### src/hw/rtl/fdem_pkg.sv
// ----------------------------------------------------------------------------
// fdem_pkg
// Shared types and field widths for the forward-difference edge map core.
// ----------------------------------------------------------------------------
package fdem_pkg;

  // Result field widths as seen on the output stream
  localparam int ROW_W  = 12;
  localparam int COL_W  = 10;
  localparam int GRAD_W = 9;

  // Input and output stream data widths (whole bytes)
  localparam int IN_DATA_W  = 8;
  localparam int OUT_DATA_W = 32;

  // Configuration port
  localparam int CFG_ADDR_W = 2;
  localparam int CFG_DATA_W = 13;
  localparam int WIDTH_REG_W  = 11;
  localparam int HEIGHT_REG_W = 13;
  localparam int MAX_HEIGHT   = 4096;

  // Register indexes
  typedef enum logic [CFG_ADDR_W-1:0] {
    REG_IMAGE_WIDTH  = 2'd0,
    REG_IMAGE_HEIGHT = 2'd1
  } fdem_reg_t;

  // One result item without its end-of-run flag
  typedef struct packed {
    logic [GRAD_W-1:0] grad;
    logic [COL_W-1:0]  col;
    logic [ROW_W-1:0]  row;
  } fdem_res_t;

  // Number of results held for one pixel (0 to 3)
  typedef logic [1:0] fdem_cnt_t;

endpackage

### src/hw/rtl/fdem_out_buf.sv
// ----------------------------------------------------------------------------
// fdem_out_buf
// Result buffer: holds the up to three results of one pixel and hands them
// out one transfer at a time, marking the final one.
// ----------------------------------------------------------------------------
module fdem_out_buf (
  input  logic                     clk,
  input  logic                     rst_n,
  input  logic                     load,
  input  fdem_pkg::fdem_cnt_t      load_cnt,
  input  fdem_pkg::fdem_res_t [2:0] load_res,
  output logic                     free,
  output logic                     out_tvalid,
  input  logic                     out_tready,
  output fdem_pkg::fdem_res_t      out_res,
  output logic                     out_tlast
);

  import fdem_pkg::*;

  fdem_res_t [2:0] slot_r;
  fdem_cnt_t       cnt_r, cnt_nxt;
  fdem_cnt_t       idx_r, idx_nxt;
  logic            take;
  logic            at_last;

  assign at_last    = (idx_r == cnt_r - 2'd1);
  assign out_tvalid = (cnt_r != 2'd0);
  assign take       = out_tvalid && out_tready;
  assign free       = !out_tvalid || (take && at_last);
  assign out_res    = slot_r[idx_r];
  assign out_tlast  = at_last;

  // Load a set, advance the read index, drop the set after its final transfer
  always_comb begin
    cnt_nxt = cnt_r;
    idx_nxt = idx_r;
    if (take) begin
      if (at_last) begin
        cnt_nxt = 2'd0;
        idx_nxt = 2'd0;
      end else begin
        idx_nxt = idx_r + 2'd1;
      end
    end
    if (load) begin
      cnt_nxt = load_cnt;
      idx_nxt = 2'd0;
    end
  end

  always_ff @(posedge clk) begin
    if (!rst_n) begin
      cnt_r <= 2'd0;
      idx_r <= 2'd0;
    end else begin
      cnt_r <= cnt_nxt;
      idx_r <= idx_nxt;
    end
  end

  // Capture the result set
  always_ff @(posedge clk) begin
    if (load) begin
      slot_r <= load_res;
    end
  end

endmodule
### config.mk
export PLATFORM = sky130hd
export DESIGN_NAME = fdem_out_buf
export DESIGN_NICKNAME = d
export VERILOG_FILES = /design/src/hw/rtl/fdem_pkg.sv /design/src/hw/rtl/fdem_out_buf.sv
export SDC_FILE = /design/constraint.sdc
export NUM_CORES = 1
export LEC_CHECK = 0
export ABC_AREA = 1
export BUFFER_PORTS_ARGS = -buffer_cell sky130_fd_sc_hd__buf_2
export CORE_UTILIZATION = 45
export CTS_BUF_LIST = sky130_fd_sc_hd__clkbuf_4 sky130_fd_sc_hd__clkbuf_8
export DETAILED_ROUTE_END_ITERATION = 16
export PLACE_DENSITY = 0.79
export SLEW_MARGIN = 20
export SYNTH_ARGS = -nofsm -noshare
export SYNTH_HDL_FRONTEND = slang
export SYNTH_SLANG_ARGS = --single-unit
export TNS_END_PERCENT = 100
### constraint.sdc
create_clock -name clk -period 1.8 [get_ports clk]
set_clock_uncertainty 0.15 [all_clocks]
set_input_delay 0.09 -clock clk [delete_from_list [all_inputs] [get_ports clk]]
set_output_delay 0.09 -clock clk [all_outputs]
set_load 0.02 [all_outputs]
**Yosys cells after proc, flatten, opt, wreduce, memory -nomap -nowiden**

Cells that the tools add are included.

- $mul: 0
- Order comparisons: 1
- Add/subtract/negate cells: 2
- Divide/modulo/power cells: 0
- Multiplexer cells: 6
- Equal/unequal tests: 1
- Bitwise logic cells: 1
- Shifts and indexed selects: 0
- Reductions and logical operators: 9

Operator list:

| kind | count |
|---|---|
| $bmux 31 s2 | 1 |
| $mux 31 | 1 |
| $mux 2 | 4 |
| $reduce_bool 2->1 | 3 |
| $lt 2x3->1 const B | 1 |
| $add 2x1->2 const B | 1 |
| $eq 2x2->1 | 1 |
| $logic_and 1x1->1 | 2 |
| $reduce_and 2->1 | 1 |
| $reduce_or 2->1 | 1 |
| $sub 2x1->2 const B | 1 |
| $logic_not 1->1 | 1 |
| $logic_or 1x1->1 | 1 |
| $not 1->1 | 1 |

- Memories: 0
- Register bits: 97
- Output and inout bits: 34
- Bits in read-only memories: 0
- Logic and storage cells: 31
- Bits of input ports: 99
- Bits in latches: 0
- Bits in writable memories: 0

**Depth between registers and ports, before layout**

- Word-level depth: 5
- Mapped depth: 9
- Mapped depth without buffers: 9

**Least setup slack after synthesis**

OpenSTA, ideal clock, no wires.

- Kind: register to output
- Start: register cnt_r[0]
- End: output port free
- Data arrival time: 1.201 ns
- Data required time: 1.560 ns
- Cell stages (with the launch flop): 8
- Buffers on the path: 0
- Path slack: 0.359 ns
- Cell sequence: dfxtp_1 > inv_2 > ha_1 > inv_1 > nand2_1 > inv_1 > nand3_2 > nand2_1

- Word-level cells in the longest chain between the ends: 4
- Elaborated cells on any way between the ends: 7
- Those cells by class: add/sub (1); eq/ne (1); reduce/logical (5)

RTL lines:

| item | line | text |
|---|---|---|
| start: declaration | fdem_out_buf.sv:22 | `fdem_cnt_t cnt_r, cnt_nxt;` |
| start signal: assignment | fdem_out_buf.sv:57 | `cnt_r <= cnt_nxt;` |
| $reduce_bool 2->1 * | fdem_out_buf.sv:28 | `assign out_tvalid = (cnt_r != 2'd0);` |
| via out_tvalid | fdem_out_buf.sv:13 | `output logic out_tvalid,` |
| $logic_and 1x1->1 | fdem_out_buf.sv:29 | `assign take = out_tvalid && out_tready;` |
| $logic_and 1x1->1 | fdem_out_buf.sv:30 | `assign free = !out_tvalid \|\| (take && at_last);` |
| $logic_or 1x1->1 * | fdem_out_buf.sv:30 |  |
| end: declaration | fdem_out_buf.sv:12 | `output logic free,` |

The timed path passes the listed nets; every way through them passes the cells marked *.

==> impl_metrics.env <==
export IMPL_ys_seq_area_frac=0.769
export IMPL_p_leak_nw=2.36
export IMPL_min_period_ns=1.78
export IMPL_syn_inst=274
export IMPL_clock_path_buffers=2
export IMPL_area_delta_synth_final_pct=56.4
export IMPL_drc=0
export IMPL_status="completed"
export IMPL_path_class="flop to primary output"
export IMPL_worst_hold_path_num_cells=1
export IMPL_first_iter_violations=205
export IMPL_max_freq_mhz=562
export IMPL_cp_depth=4
export IMPL_synth_compound_area_frac=0.0831
export IMPL_grt_max_degree=35
export IMPL_layout_nets=616
export IMPL_power_density_mw_per_mm2=821
export IMPL_grt_util_all_layers=0.243
export IMPL_clock_sinks=97
export IMPL_antenna_found_initial=0
export IMPL_die_area_mm2=0.00867
export IMPL_synthDistinctLibCells=18
export IMPL_timing_final_crit_share=0.988
export IMPL_port_buffers=132
export IMPL_slowest_delay_ns=0.42
export IMPL_io_pins=133
export IMPL_crit_path_cell_trace="buf_4, o21ai_0, o21ai_1, buf_2"
export IMPL_wl_per_cell_um=17.0
export IMPL_synthTopCellsByArea="edfxtp_1, nand3_1, o21ai_1, o21ai_0, nor2_1"
export IMPL_critPathTopFamily="buffers and inverters"
export IMPL_grt_pass1_wl_um=15500
export IMPL_setup_viol=0
export IMPL_initial_core_util=0.474
export IMPL_critPathArrivalTime_ns=1.54
export IMPL_place_area_mm2=0.00453
export IMPL_holdCritPathClass="primary input to flop"
export IMPL_tritoncts="built"
export IMPL_cp_end_kind="primary output"
export IMPL_ant_nets=0
export IMPL_diodes=0
export IMPL_grt_setup_unrepaired="true"
export IMPL_cts_max_level=3
export IMPL_syn_num_nets=374
export IMPL_cp_required_ns=1.56
export IMPL_synth_xor_area_share=0
export IMPL_critical_path_buf_inv_count=2
export IMPL_netlist_top_cell_by_area="edfxtp_1"
export IMPL_clkLatencyLatePin_ns=0.35
export IMPL_fin_area_mm2=0.00584
export IMPL_clkTransAtPathRegs_ns=0.10
export IMPL_yosysWarnings=0
export IMPL_grt_pass1_vias=3283
export IMPL_holdWs_ns=0.0225
export IMPL_die_h_um=93.1
export IMPL_gp_congestion=0.791
export IMPL_drive_gt1_frac=0.344
export IMPL_muxShareOfSynthArea=0
export IMPL_slew_viol_final=0
export IMPL_dr_pass1_iters=5
export IMPL_synth_simple_area_share=0.104
export IMPL_synth_top_family_by_area="simple AND/OR/NAND/NOR gates"
export IMPL_dp_hpwl_um=5390
export IMPL_viasPerCell=5.08
export IMPL_cap_violations=0
export IMPL_numCtsBuffers=9
export IMPL_slew_headroom=0.756
export IMPL_synth_seq_cells=97
export IMPL_fp_coreArea_mm2=0.00789
export IMPL_hold_viol=0
export IMPL_avgSynthCellArea_um2=13.6
export IMPL_vias=3163
export IMPL_crit_slowest_cell="dfxtp_4"
export IMPL_die_x_um=93.1
export IMPL_synth_top_area_share=0.748
export IMPL_r2r_cells=7
export IMPL_netlist_area_mm2=0.00373
export IMPL_cts_root_buffer="clkbuf_8"
export IMPL_worstMarginPinSlew_ns=0.367
export IMPL_path_max_fanout=11
export IMPL_peakVddDrop_uv=566
export IMPL_wl_um=10600
export IMPL_rows=32
export IMPL_grt_overflow=0
export IMPL_synthAdderAreaFrac=0.00335
export IMPL_critPathLaunchType="flop"
-- worst reg2reg max path, cell delays in order, from the launching register on --
cell and delay (ns):
dfxtp_2 0.43, buf_6 0.22, nand2_1 0.09, nand2_2 0.09, nand3_4 0.09, buf_4 0.15, nand3_1 0.07, nand2_1 0.05
-- report_power, final --
group | internal (mW) | switching [mW]
Sequential | 2.66 | 0.0517
Clock | 0.640 | 0.764
Combinational | 0.340 | 0.338
Total | 3.64 | 1.15
-- cells by family (layout without fill, tap and decap cells) --
| kind of cell | count (synthesis) | after routing |
|---|---|---|
| AO/OA/AOI/OAI | 62 | 62 |
| adder cells (fa/ha/maj) | 1 | 1 |
| buffers and inverters | 26 | 273 |
| flip-flops | 97 | 97 |
| AND/OR/NAND/NOR | 88 | 88 |
-- layout make-up --
class	count	area, um2
timing repair inverter	1	6.26
fill	505	2050
timing repair buffer	247	1850
tap	102	128
inverter	9	46.3
multi-input combinational	151	737
clock inverter	7	71.3
clock buffer	9	124
sequential	97	2880
-- cell usage after synthesis, drive strengths merged --
master  count
nor2       34
inv         9
edfxtp     93
nand3      37
ha          1
dfxtp       4
buf        16
clkbuf      1
nand2      17
o21ai      62
-- stage by stage --
stage | TNS (ns) | std cells | setup WS (ns) | util | power [mW]
final | 0 | 623 | 0.0218 | 0.741 | 4.80
after global routing | -0.0242 | 623 | -0.0163 | 0.741 | 4.96
after CTS | 0 | 618 | 0.0121 | 0.727 | 4.75
after detailed placement | 0 | 502 | 0.313 | 0.575 | 3.23
after global placement | 0 | 502 | 0.355 | 0.575 | 3.21
after floorplan | 0 | 274 | 0.359 | - | 2.96
-- placed cells by master, fill, tap and decap left out --
cell type / instances
nand3_4: 1
ha_4: 1
nand2_1: 12
buf_12: 2
edfxtp_1: 93
clkbuf_8: 9
buf_2: 130
inv_1: 4
dfxtp_2: 2
dfxtp_1: 1
inv_4: 1
bufinv_16: 1
buf_6: 3
clkinv_4: 3
clkinv_2: 1
buf_4: 11
o21ai_0: 30
nand2_2: 5
clkbuf_16: 1
dlygate4sd3_1: 99
nand3_1: 36
nor2_1: 34
clkinv_1: 1
buf_16: 1
inv_8: 1
dfxtp_4: 1
o21ai_1: 32
clkinvlp_4: 2
inv_2: 3
-- registers in the layout, summed over array words and instances (netlist names) --
name    cells
cnt_r       2
idx_r       2
slot_r     93
-- worst paths after layout --
path	start	to	slack, ns
worst max-delay path	idx_r[0]	out_res[14]	0.02
worst min-delay path	load	slot_r[50]	0.02
worst max register to register	idx_r[1]	cnt_r[0]	0.37
worst min register to register	cnt_r[1]	cnt_r[1]	0.33
-- metal layers --
layer / routed length (um) / global-route usage
met1: 3750 / 0.245
met2: 5890 / 0.464
met3: 590 / 0.0496
met4: 386 / 0.128
met5: 0 / 0
-- what timing repair did --
| action | 4_1_cts | 5_1_grt |
|---|---|---|
| endpoints found under the hold margin | 97 | 0 |
| gates resized for setup | 3 | 17 |
| buffers inserted | 1 | 3 |
| hold buffers | 99 | 0 |
| pin swaps | 0 | 2 |
| setup endpoints to repair | 19 | 23 |
| cloned | 0 | 2 |
(Power assumes the default switching activity.)
